===== src/rtl/core/prp_pkg.sv =====
// Shared types and constants for the partitioned Rice residual packer.
// Holds the word geometry, status and register codes, and the stage structs.
// Depends on nothing; every other file of the core refers to it by scoped names.
package prp_pkg;

  localparam int WORD_BITS   = 32;
  localparam int WORD_CNT_W  = 6;
  localparam int ACC_CNT_W   = 5;
  localparam int HEAD_BITS   = 26;
  localparam int HEAD_CNT_W  = 5;
  localparam int TAIL_BITS   = 32;
  localparam int TAIL_CNT_W  = 6;
  localparam int CFG_INDEX_W = 2;
  localparam int CFG_DATA_W  = 16;

  typedef enum logic [1:0] {
    STATUS_OK       = 2'd0,
    STATUS_ORDER    = 2'd1,
    STATUS_ESCAPE   = 2'd2,
    STATUS_QUOTIENT = 2'd3
  } status_t;

  typedef enum logic [CFG_INDEX_W-1:0] {
    CFG_WIDE_PARAM_MODE = 2'd0,
    CFG_PARTITION_ORDER = 2'd1,
    CFG_PREDICTOR_ORDER = 2'd2,
    CFG_BLOCK_SIZE      = 2'd3
  } cfg_index_t;

  // One coded sample: header bits, then a run of zeros carried alongside, then the tail.
  typedef struct packed {
    logic [HEAD_BITS-1:0]  head;
    logic [HEAD_CNT_W-1:0] head_len;
    logic [TAIL_BITS-1:0]  tail;
    logic [TAIL_CNT_W-1:0] tail_len;
    logic                  block_end;
    logic                  abort;
    status_t               status;
  } desc_t;

  // Up to one word of bits, right-aligned, for the packer.
  typedef struct packed {
    logic [WORD_BITS-1:0]  data;
    logic [WORD_CNT_W-1:0] len;
    logic                  block_end;
    logic                  abort;
    status_t               status;
  } chunk_t;

endpackage


===== src/rtl/core/partitioned_rice_residual_packer_core.sv =====
// Top level of the partitioned Rice residual packer: front end, chunker and word packer.
// Depends on prp_pkg, prp_frontend, prp_chunker and prp_packer.
//
//   Channel   Handshake                 Payload
//   item      item_valid / item_stall   residual, rice_param, raw_escape
//   result    result_valid / result_stall  word, valid_bits, block_end, status
//   config    cfg_wr_en                 cfg_index, cfg_data
//
// One item is taken per cycle while its coded bits, partition headers included, fit in
// one 32-bit word and result_stall holds nothing back; a longer item occupies the chunker
// until every chunk of it is out. The last item of a block whose bits leave a partial word
// after a full one needs a separate flush result from the packer.
// Reset clears all control state and loads the register defaults; there is no clearing pass.
// A held result_stall fills the internal stages, after which item_stall rises.
module partitioned_rice_residual_packer_core #(
  parameter int MAX_QUOTIENT = 1023,
  localparam int QuotW = $clog2(MAX_QUOTIENT + 1)
) (
  input  logic                               clk,
  input  logic                               rst,
  input  logic                               cfg_wr_en,
  input  logic [prp_pkg::CFG_INDEX_W-1:0]    cfg_index,
  input  logic [prp_pkg::CFG_DATA_W-1:0]     cfg_data,
  input  logic                               item_valid,
  output logic                               item_stall,
  input  logic signed [31:0]                 residual,
  input  logic [4:0]                         rice_param,
  input  logic                               raw_escape,
  output logic                               result_valid,
  input  logic                               result_stall,
  output logic [prp_pkg::WORD_BITS-1:0]      word,
  output logic [prp_pkg::WORD_CNT_W-1:0]     valid_bits,
  output logic                               block_end,
  output logic [1:0]                         status
);

  logic               desc_valid;
  prp_pkg::desc_t     desc;
  logic [QuotW-1:0]   desc_zeros;
  logic               desc_ready;
  logic               chunk_valid;
  prp_pkg::chunk_t    chunk;
  logic               chunk_take;

  prp_frontend #(
    .MAX_QUOTIENT(MAX_QUOTIENT)
  ) u_frontend (
    .clk        (clk),
    .rst        (rst),
    .cfg_wr_en  (cfg_wr_en),
    .cfg_index  (cfg_index),
    .cfg_data   (cfg_data),
    .item_valid (item_valid),
    .item_stall (item_stall),
    .residual   (residual),
    .rice_param (rice_param),
    .raw_escape (raw_escape),
    .desc_valid (desc_valid),
    .desc       (desc),
    .desc_zeros (desc_zeros),
    .desc_ready (desc_ready)
  );

  prp_chunker #(
    .MAX_QUOTIENT(MAX_QUOTIENT)
  ) u_chunker (
    .clk         (clk),
    .rst         (rst),
    .desc_valid  (desc_valid),
    .desc        (desc),
    .desc_zeros  (desc_zeros),
    .desc_ready  (desc_ready),
    .chunk_valid (chunk_valid),
    .chunk       (chunk),
    .chunk_take  (chunk_take)
  );

  prp_packer u_packer (
    .clk          (clk),
    .rst          (rst),
    .chunk_valid  (chunk_valid),
    .chunk        (chunk),
    .chunk_take   (chunk_take),
    .result_valid (result_valid),
    .result_stall (result_stall),
    .word         (word),
    .valid_bits   (valid_bits),
    .block_end    (block_end),
    .status       (status)
  );

endmodule


===== src/rtl/core/prp_frontend.sv =====
// Input register, configuration registers and partition bookkeeping.
// Turns each sample into a coded description (headers, zero run, tail) for the chunker.
// Depends on prp_pkg.
module prp_frontend #(
  parameter int MAX_QUOTIENT = 1023,
  localparam int QuotW = $clog2(MAX_QUOTIENT + 1)
) (
  input  logic                               clk,
  input  logic                               rst,
  input  logic                               cfg_wr_en,
  input  logic [prp_pkg::CFG_INDEX_W-1:0]    cfg_index,
  input  logic [prp_pkg::CFG_DATA_W-1:0]     cfg_data,
  input  logic                               item_valid,
  output logic                               item_stall,
  input  logic signed [31:0]                 residual,
  input  logic [4:0]                         rice_param,
  input  logic                               raw_escape,
  output logic                               desc_valid,
  output prp_pkg::desc_t                     desc,
  output logic [QuotW-1:0]                   desc_zeros,
  input  logic                               desc_ready
);

  logic        in_full;
  logic [31:0] residual_r;
  logic [4:0]  param_r;
  logic        raw_r;

  logic        wide_mode;
  logic [3:0]  part_order;
  logic [5:0]  pred_order;
  logic [15:0] blk_size;

  logic        header_sent;
  logic [15:0] part_index;
  logic [15:0] samples_left;
  logic [4:0]  latched_param;
  logic        latched_raw;

  logic        fire;
  logic [15:0] base;
  logic [15:0] pred_ext;
  logic [15:0] last_part;
  logic        order_bad;
  logic        opening;
  logic [4:0]  k;
  logic        raw_sel;
  logic [4:0]  esc;
  logic        escape_bad;
  logic [31:0] zig;
  logic [31:0] quot;
  logic        quot_bad;
  logic        aborting;
  prp_pkg::status_t abort_status;
  logic [3:0]  hdr_len;
  logic [9:0]  hdr_bits;
  logic [15:0] idx_open;
  logic [15:0] first_len;
  logic [15:0] len_open;
  logic        dbl;
  logic [15:0] idx_final;
  logic [15:0] len_fix;
  logic [15:0] left_open;
  logic [15:0] left_next;
  logic        blk_done;
  logic [prp_pkg::HEAD_BITS-1:0]  h1, h2, h3;
  logic [prp_pkg::HEAD_CNT_W-1:0] n1, n2, n3;
  logic [31:0] kmask;
  logic [31:0] tail;
  logic [prp_pkg::TAIL_CNT_W-1:0] tail_len;

  assign fire       = in_full && desc_ready;
  assign item_stall = in_full && !desc_ready;
  assign desc_valid = in_full;

  always_comb begin
    base      = blk_size >> part_order;
    pred_ext  = {10'd0, pred_order};
    last_part = ~(16'hFFFF << part_order);
    order_bad = !header_sent && ((base < pred_ext) || (16'(base << part_order) == pred_ext));
    opening   = !header_sent || (samples_left == 16'd0);
    k         = opening ? param_r : latched_param;
    raw_sel   = opening ? raw_r : latched_raw;
    esc       = wide_mode ? 5'd31 : 5'd15;
    escape_bad = opening && !raw_sel && (k >= esc);
    zig       = residual_r[31] ? {~residual_r[30:0], 1'b1} : {residual_r[30:0], 1'b0};
    quot      = zig >> k;
    quot_bad  = !raw_sel && (quot > 32'(MAX_QUOTIENT));
    aborting  = order_bad || escape_bad || quot_bad;
    if (order_bad) begin
      abort_status = prp_pkg::STATUS_ORDER;
    end else if (escape_bad) begin
      abort_status = prp_pkg::STATUS_ESCAPE;
    end else begin
      abort_status = prp_pkg::STATUS_QUOTIENT;
    end

    if (raw_r) begin
      hdr_len  = wide_mode ? 4'd10 : 4'd9;
      hdr_bits = wide_mode ? {5'h1F, param_r} : {1'b0, 4'hF, param_r};
    end else begin
      hdr_len  = wide_mode ? 4'd5 : 4'd4;
      hdr_bits = wide_mode ? {5'd0, param_r} : {6'd0, param_r[3:0]};
    end

    idx_open  = header_sent ? part_index + 16'd1 : 16'd0;
    first_len = (base > pred_ext) ? base - pred_ext : 16'd0;
    len_open  = (idx_open == 16'd0) ? first_len : base;
    dbl       = opening && (len_open == 16'd0) && (idx_open == 16'd0) && (part_order != 4'd0);
    idx_final = opening ? (dbl ? 16'd1 : idx_open) : part_index;
    len_fix   = dbl ? base : len_open;
    left_open = opening ? ((len_fix == 16'd0) ? 16'd1 : len_fix) : samples_left;
    left_next = left_open - 16'd1;
    blk_done  = (left_next == 16'd0) && (idx_final >= last_part);

    h1 = header_sent ? '0 : prp_pkg::HEAD_BITS'({1'b0, wide_mode, part_order});
    n1 = header_sent ? '0 : prp_pkg::HEAD_CNT_W'(6);
    h2 = opening ? ((h1 << hdr_len) | prp_pkg::HEAD_BITS'(hdr_bits)) : h1;
    n2 = opening ? n1 + prp_pkg::HEAD_CNT_W'(hdr_len) : n1;
    h3 = dbl ? ((h2 << hdr_len) | prp_pkg::HEAD_BITS'(hdr_bits)) : h2;
    n3 = dbl ? n2 + prp_pkg::HEAD_CNT_W'(hdr_len) : n2;

    kmask = ~(32'hFFFF_FFFF << k);
    if (raw_sel) begin
      tail     = residual_r & kmask;
      tail_len = prp_pkg::TAIL_CNT_W'(k);
    end else begin
      tail     = (32'd1 << k) | (zig & kmask);
      tail_len = prp_pkg::TAIL_CNT_W'(k) + prp_pkg::TAIL_CNT_W'(1);
    end

    desc.head      = aborting ? '0 : h3;
    desc.head_len  = aborting ? '0 : n3;
    desc.tail      = aborting ? '0 : tail;
    desc.tail_len  = aborting ? '0 : tail_len;
    desc.block_end = !aborting && blk_done;
    desc.abort     = aborting;
    desc.status    = aborting ? abort_status : prp_pkg::STATUS_OK;
    desc_zeros     = (aborting || raw_sel) ? '0 : quot[QuotW-1:0];
  end

  always_ff @(posedge clk) begin
    if (rst) begin
      in_full    <= 1'b0;
      wide_mode  <= 1'b0;
      part_order <= 4'd0;
      pred_order <= 6'd0;
      blk_size   <= 16'd4096;
    end else begin
      if (item_valid && !item_stall) begin
        in_full <= 1'b1;
      end else if (fire) begin
        in_full <= 1'b0;
      end
      if (cfg_wr_en) begin
        unique case (prp_pkg::cfg_index_t'(cfg_index))
          prp_pkg::CFG_WIDE_PARAM_MODE: wide_mode  <= cfg_data[0];
          prp_pkg::CFG_PARTITION_ORDER: part_order <= cfg_data[3:0];
          prp_pkg::CFG_PREDICTOR_ORDER: pred_order <= cfg_data[5:0];
          prp_pkg::CFG_BLOCK_SIZE:      blk_size   <= cfg_data;
        endcase
      end
    end
  end

  always_ff @(posedge clk) begin
    if (item_valid && !item_stall) begin
      residual_r <= residual;
      param_r    <= rice_param;
      raw_r      <= raw_escape;
    end
  end

  always_ff @(posedge clk) begin
    if (rst) begin
      header_sent   <= 1'b0;
      part_index    <= 16'd0;
      samples_left  <= 16'd0;
      latched_param <= 5'd0;
      latched_raw   <= 1'b0;
    end else if (fire) begin
      if (aborting || blk_done) begin
        header_sent  <= 1'b0;
        part_index   <= 16'd0;
        samples_left <= 16'd0;
      end else begin
        header_sent  <= 1'b1;
        part_index   <= idx_final;
        samples_left <= left_next;
      end
      if (!aborting && opening) begin
        latched_param <= param_r;
        latched_raw   <= raw_r;
      end
    end
  end

endmodule


===== src/rtl/core/prp_chunker.sv =====
// Splits each coded sample into chunks of at most one word of bits, in stream order.
// Holds the sample being split and a registered chunk for the packer.
// Depends on prp_pkg.
module prp_chunker #(
  parameter int MAX_QUOTIENT = 1023,
  localparam int QuotW = $clog2(MAX_QUOTIENT + 1),
  localparam int RemW  = QuotW + 1
) (
  input  logic                clk,
  input  logic                rst,
  input  logic                desc_valid,
  input  prp_pkg::desc_t      desc,
  input  logic [QuotW-1:0]    desc_zeros,
  output logic                desc_ready,
  output logic                chunk_valid,
  output prp_pkg::chunk_t     chunk,
  input  logic                chunk_take
);

  logic                               held;
  prp_pkg::desc_t                     cur;
  logic [QuotW-1:0]                   zeros_left;

  logic                               slot_free;
  logic                               emit;
  logic [RemW-1:0]                    rem_total;
  logic                               last;
  logic [prp_pkg::WORD_CNT_W-1:0]     n;
  logic [prp_pkg::WORD_BITS-1:0]      head_part;
  logic [RemW-1:0]                    tail_off;
  logic                               tail_on;
  logic [prp_pkg::WORD_CNT_W-1:0]     tail_cnt;
  logic [prp_pkg::WORD_BITS-1:0]      tail_part;
  logic [prp_pkg::WORD_CNT_W-1:0]     after_head;
  logic [QuotW-1:0]                   zero_used;
  logic [prp_pkg::WORD_CNT_W-1:0]     after_zero;
  logic [prp_pkg::TAIL_CNT_W-1:0]     tail_len_next;

  assign slot_free  = !chunk_valid || chunk_take;
  assign emit       = held && slot_free;
  assign desc_ready = !held || (slot_free && last);

  always_comb begin
    rem_total = RemW'(cur.head_len) + RemW'(zeros_left) + RemW'(cur.tail_len);
    last      = rem_total <= RemW'(prp_pkg::WORD_BITS);
    n         = last ? rem_total[prp_pkg::WORD_CNT_W-1:0]
                     : prp_pkg::WORD_CNT_W'(prp_pkg::WORD_BITS);
    after_head = n - prp_pkg::WORD_CNT_W'(cur.head_len);
    head_part  = prp_pkg::WORD_BITS'(cur.head) << after_head;
    tail_off   = RemW'(cur.head_len) + RemW'(zeros_left);
    tail_on    = tail_off < RemW'(n);
    tail_cnt   = n - tail_off[prp_pkg::WORD_CNT_W-1:0];
    tail_part  = tail_on ? (cur.tail >> (cur.tail_len - tail_cnt)) : '0;
    zero_used  = (zeros_left < QuotW'(after_head)) ? zeros_left : QuotW'(after_head);
    after_zero = after_head - prp_pkg::WORD_CNT_W'(zero_used);
    tail_len_next = cur.tail_len - after_zero;
  end

  always_ff @(posedge clk) begin
    if (rst) begin
      held <= 1'b0;
    end else if (desc_ready) begin
      held <= desc_valid;
    end
  end

  always_ff @(posedge clk) begin
    if (desc_ready) begin
      if (desc_valid) begin
        cur        <= desc;
        zeros_left <= desc_zeros;
      end
    end else if (emit) begin
      cur.head     <= '0;
      cur.head_len <= '0;
      zeros_left   <= zeros_left - zero_used;
      cur.tail_len <= tail_len_next;
      cur.tail     <= cur.tail & ~({prp_pkg::TAIL_BITS{1'b1}} << tail_len_next);
    end
  end

  always_ff @(posedge clk) begin
    if (rst) begin
      chunk_valid <= 1'b0;
    end else if (slot_free) begin
      chunk_valid <= emit;
    end
  end

  always_ff @(posedge clk) begin
    if (emit) begin
      chunk.data      <= head_part | tail_part;
      chunk.len       <= n;
      chunk.block_end <= cur.block_end && last;
      chunk.abort     <= cur.abort;
      chunk.status    <= cur.status;
    end
  end

endmodule


===== src/rtl/core/prp_packer.sv =====
// Bit accumulator that packs chunks MSB first into words and drives the result register.
// Handles the end-of-block flush and the abort result.
// Depends on prp_pkg.
module prp_packer (
  input  logic                               clk,
  input  logic                               rst,
  input  logic                               chunk_valid,
  input  prp_pkg::chunk_t                    chunk,
  output logic                               chunk_take,
  output logic                               result_valid,
  input  logic                               result_stall,
  output logic [prp_pkg::WORD_BITS-1:0]      word,
  output logic [prp_pkg::WORD_CNT_W-1:0]     valid_bits,
  output logic                               block_end,
  output logic [1:0]                         status
);

  localparam int PairBits = 2 * prp_pkg::WORD_BITS;
  localparam int ShiftW   = $clog2(PairBits + 1);

  logic [prp_pkg::WORD_BITS-1:0]  acc;
  logic [prp_pkg::ACC_CNT_W-1:0]  acc_cnt;
  logic                           flush_pending;
  prp_pkg::status_t               status_r;

  logic                           out_free;
  logic [prp_pkg::WORD_CNT_W-1:0] total;
  logic [ShiftW-1:0]              shift;
  logic [PairBits-1:0]            joined;
  logic                           full;
  logic                           emits;
  logic                           res_load;

  always_comb begin
    total    = prp_pkg::WORD_CNT_W'(acc_cnt) + chunk.len;
    shift    = ShiftW'(PairBits) - ShiftW'(total);
    joined   = {acc, {prp_pkg::WORD_BITS{1'b0}}} | (PairBits'(chunk.data) << shift);
    full     = total >= prp_pkg::WORD_CNT_W'(prp_pkg::WORD_BITS);
    emits    = chunk.abort || chunk.block_end || full;
    out_free = !result_valid || !result_stall;
    chunk_take = chunk_valid && !flush_pending && (out_free || !emits);
    res_load = (flush_pending && out_free) || (chunk_take && emits);
  end

  assign status = status_r;

  always_ff @(posedge clk) begin
    if (rst) begin
      result_valid  <= 1'b0;
      flush_pending <= 1'b0;
      acc           <= '0;
      acc_cnt       <= '0;
    end else begin
      if (res_load) begin
        result_valid <= 1'b1;
      end else if (out_free) begin
        result_valid <= 1'b0;
      end
      if (flush_pending && out_free) begin
        word          <= acc;
        valid_bits    <= prp_pkg::WORD_CNT_W'(acc_cnt);
        block_end     <= 1'b1;
        status_r      <= prp_pkg::STATUS_OK;
        acc           <= '0;
        acc_cnt       <= '0;
        flush_pending <= 1'b0;
      end else if (chunk_take) begin
        if (chunk.abort) begin
          word         <= '0;
          valid_bits   <= '0;
          block_end    <= 1'b1;
          status_r     <= chunk.status;
          acc          <= '0;
          acc_cnt      <= '0;
        end else if (full) begin
          word          <= joined[PairBits-1:prp_pkg::WORD_BITS];
          valid_bits    <= prp_pkg::WORD_CNT_W'(prp_pkg::WORD_BITS);
          block_end     <= chunk.block_end &&
                           (total == prp_pkg::WORD_CNT_W'(prp_pkg::WORD_BITS));
          status_r      <= prp_pkg::STATUS_OK;
          acc           <= joined[prp_pkg::WORD_BITS-1:0];
          acc_cnt       <= prp_pkg::ACC_CNT_W'(total - prp_pkg::WORD_CNT_W'(prp_pkg::WORD_BITS));
          flush_pending <= chunk.block_end &&
                           (total != prp_pkg::WORD_CNT_W'(prp_pkg::WORD_BITS));
        end else if (chunk.block_end) begin
          word         <= joined[PairBits-1:prp_pkg::WORD_BITS];
          valid_bits   <= total;
          block_end    <= 1'b1;
          status_r     <= prp_pkg::STATUS_OK;
          acc          <= '0;
          acc_cnt      <= '0;
        end else begin
          acc     <= joined[PairBits-1:prp_pkg::WORD_BITS];
          acc_cnt <= prp_pkg::ACC_CNT_W'(total);
        end
      end
    end
  end

endmodule


===== config.mk =====
export PLATFORM = sky130hd
export DESIGN_NAME = partitioned_rice_residual_packer_core
export DESIGN_NICKNAME = d
export VERILOG_FILES = /design/src/rtl/core/prp_pkg.sv /design/src/rtl/core/partitioned_rice_residual_packer_core.sv /design/src/rtl/core/prp_frontend.sv /design/src/rtl/core/prp_chunker.sv /design/src/rtl/core/prp_packer.sv
export SDC_FILE = /design/constraint.sdc
export NUM_CORES = 1
export LEC_CHECK = 0
export BUFFER_PORTS_ARGS = -buffer_cell sky130_fd_sc_hd__buf_2
export CAP_MARGIN = 40
export CELL_PAD_IN_SITES_DETAIL_PLACEMENT = 1
export CELL_PAD_IN_SITES_GLOBAL_PLACEMENT = 1
export CORE_ASPECT_RATIO = 0.5
export CORE_MARGIN = 3
export CORE_UTILIZATION = 44
export CTS_CLUSTER_DIAMETER = 200
export DETAILED_ROUTE_END_ITERATION = 8
export GPL_TIMING_DRIVEN = 0
export MAX_ROUTING_LAYER = met4
export PLACE_DENSITY = 0.82
export SYNTH_ARGS = -nofsm -noshare
export SYNTH_HDL_FRONTEND = slang
export SYNTH_SLANG_ARGS = --single-unit

===== constraint.sdc =====
create_clock -name clk -period 12.3 [get_ports clk]
set_input_delay 1.23 -clock clk [delete_from_list [all_inputs] [get_ports clk]]
set_output_delay 1.23 -clock clk [all_outputs]
set_load 0.1 [all_outputs]

==> run_results.csv <==
group,metric,value,unit
place,hpwl,91260,um
synth,synth_top_family_by_area,"compound AO/OA/AOI/OAI gates",
synth,yosysTopAreaCell,"edfxtp_1",
global_routing,overflow,0,
synth,syn_avg_cell_area,8.079,um^2
routing,dr.pass1.iters,5,
timing,finalSetupViolCount,0,
global_routing,first_global_vias,28650,
synth,yosys.area_share.xor_xnor,4.837,%
synth,synth_compound_area_share,21.83,%
synth,netlist_top_cells_area,"edfxtp_1 (22%), dfxtp_1 (7.9%), nand2_1 (6.8%), mux2i_1 (6.3%), a21oi_1 (5.4%)",
global_routing,grt_pass1_wl,176700,um
timing,clock_skew,38.68,ps
timing,maxSlewHeadroom,34.75,%
synth,synth_nets,3575,
routing,viasPerCell,6.418,
critical_path,required,12620,ps
critical_path,r2r_start,"u_chunker.zeros_left[0]",
flow_run,maxCapViolations,0,
critical_path,crit_path_start_kind,"flip-flop",
worst_hold_path,hold_class,"flip-flop to flip-flop",
synth,ys.flop_type,"edfxtp_1",
routing,remaining_drc_errors,0,
routing,wl_per_cell,26.27,um
floorplan,die_y,182.9,um
floorplan,core_area,61500,um^2
synth,synth.area.mux_share,13.01,%
place,post-place-ws,965.7,ps
layout,syn_to_final_growth,10.60,%
critical_path,crit_buf_inv,6,
place,place.gp.congestion,1.042,
clock_tree,clockRootBuffer,"clkbuf_16",
routing,routed_wl,115800,um
timing,fin_crit_sh,91.95,%
global_routing,grt_max_degree,43,
synth,synthAdderAreaFrac,5.328,%
timing,fin_crit,11310,ps
floorplan,fp.dieW,359.7,um
synth,yosys_register_bits,312,
clock_tree,cts.sinks,312,
timing,setup_tns,0,ps
synth,synth-simple-area-share,19.74,%
floorplan,io_pins,104,
synth,syn_inst,3407,
layout,drive_gt1_share,9.154,%
floorplan,start_util,44.76,%
critical_path,path_delay_family,"compound AO/OA/AOI/OAI gates",
global_routing,antenna_found_initial,2,
global_routing,grt_util_all_layers,35.29,%
timing,timing.final.ws_setup,990.4,ps
critical_path,crit_fanout,10,
routing,vias,28290,
clock_tree,cts_max_level,2,
synth,synth_edf_count,204,
critical_path,arrival,11620,ps
floorplan,die_area,65780,um^2
layout,layout.nets,3726,
place,io_buffers,103,
synth,synth_top_area_share,22.26,%
clock_tree,cts_tree,"yes",
critical_path,worstSetupStartpoint,"u_chunker.zeros_left[0]",
layout,antennaDiodeCount,0,
clock_tree,clk_pin_slew,70,ps
timing,fmaxAchievable,88.42,MHz
clock_tree,insertion_delay,570,ps
timing,grt_setup_unrepaired,"no",
synth,synth_area,27530,um^2
layout,fill_cells,7593,
synth,synth_cell_types,91,
worst_hold_path,min_from,"u_frontend.latched_param[2]",
synth,yosys_warnings,0,
critical_path,cp_slowest_cell,"nor3_1",
floorplan,rows,64,
critical_path,worst_path_largest_cell_delay,540,ps
synth,ys_async_sr_fraction,0,%
routing,drt-initial-drc-count,2581,
synth,yosysSeqAreaShare,30.11,%
clock_tree,cts_buffer_depth,3,
timing,drv_slew,0,
run_status,status,"complete, no violations",
critical_path,cp-end-kind,"flip-flop",
timing,hold_viol,0,
clock_tree,cts_buffers,35,
routing,antenna_left,0,
critical_path,critPathKind,"flip-flop to flip-flop",
timing,tightest_slew,972.9,ps
## final cells by class
cell class / count / area [um^2] / area share, %
sequential: 312 / 8288 / 27.23
buffer: 264 / 1046 / 3.436
clock inverter: 19 / 249.0 / 0.8179
multi-input combinational: 2732 / 17860 / 58.66
clock buffer: 43 / 935.9 / 3.074
inverter: 99 / 371.6 / 1.221
timing repair buffer: 114 / 661.9 / 2.174
tap: 825 / 1032 / 3.391
## cells by family after synthesis
group           Yosys count
simple gates           1232
buf+inv                 363
fa+ha+maj               107
compound gates          967
mux                     274
xor+xnor                152
flops                   312
## registers in the layout (all words and copies together) (netlist names), 2 cells and up
signal,cells
u_packer.word,32
u_frontend.part_index,16
u_frontend.samples_left,16
u_frontend.residual_r,32
u_chunker.cur,73
u_packer.valid_bits,6
u_frontend.latched_param,5
u_frontend.param_r,5
u_chunker.chunk,42
u_chunker.zeros_left,10
u_frontend.blk_size,16
u_packer.acc_cnt,5
u_packer.acc,32
u_frontend.pred_order,6
u_frontend.part_order,4
u_packer.status,2
## worst register-to-register path: cells and delay by family, from the launching register on
family | cells | cell delay (ps)
buffers and inverters | 6 | 1760
xor gates and xnor gates | 4 | 1090
muxes | 1 | 260
adders and majority gates | 8 | 2880
AOI/OAI and AO/OA | 16 | 3360
DFF | 1 | 470
and+or+nand+nor | 6 | 1220
## cell usage in the layout, fill, tap and decap left out, types with 36 or more instances in the layout
master,n
a211oi_1,52
a21oi_1,298
a21o_1,38
edfxtp_1,204
xnor2_1,108
nor2_1,353
o22ai_1,38
nand3_1,106
a31oi_1,53
ha_1,90
mux2_2,36
clkbuf_1,212
buf_1,36
o21ai_0,222
nor3_1,80
mux4_2,63
inv_1,87
mux2i_1,174
buf_2,118
nand2_1,496
xor2_1,43
dfxtp_1,108
## synthesized netlist by cell type (21+ instances only)
cell,instances
nand2_1,496
nor2_1,353
a21oi_1,299
o21ai_0,223
clkbuf_1,207
edfxtp_1,204
mux2i_1,174
xnor2_1,109
dfxtp_1,108
nand3_1,106
ha_1,90
inv_1,88
nor3_1,80
mux4_2,63
a31oi_1,53
a211oi_1,52
xor2_1,43
a21o_1,38
o22ai_1,38
buf_1,36
mux2_2,36
o31ai_1,32
o211ai_1,31
a22oi_1,26
and3_1,26
nor4_1,22
and2_1,21
nand2b_1,21
## path summary, 6_finish.rpt
check	to	slack (ps)	cells past startpoint
min reg2reg	u_frontend.latched_param[2]	460	2
min	u_frontend.latched_param[2]	460	2
max reg2reg	u_chunker.cur[39]	990	41
max	u_chunker.cur[39]	990	41
## metal layers
layer / track usage, % / vias to the layer above / wire [um]
met1: 43.50 / 14140 / 48740
met4: 13.78 / 0 / 4998
met3: 4.331 / 259 / 6958
met5: - / - / 0
met2: 59.55 / 1114 / 55090
li1: - / 12780 / -
## metrics by stage
| step | hold WS (ps) | std cells | utilization, % | area [um^2] |
|---|---|---|---|---|
| floorplan | 400.3 | 3407 | - | 27530 |
| global placement | 440.6 | 4335 | 47.27 | 29070 |
| detailed placement | 451.3 | 4346 | 47.56 | 29250 |
| CTS | 461.4 | 4408 | 49.49 | 30430 |
| global route | 489.4 | 4408 | 49.50 | 30440 |
| finish | 459.9 | 4408 | 49.50 | 30440 |
## what timing repair did
action                                  4_1_cts  5_1_grt
hold buffers                                  0        0
gates resized for setup                       0        1
endpoints found under the setup margin        0        2
hold endpoints to repair                      0        0
setup buffers                                 0        0
Power is left out: the tool's default activity adds up to more than one toggle a clock period on the data nets, which glitch-free logic cannot reach.
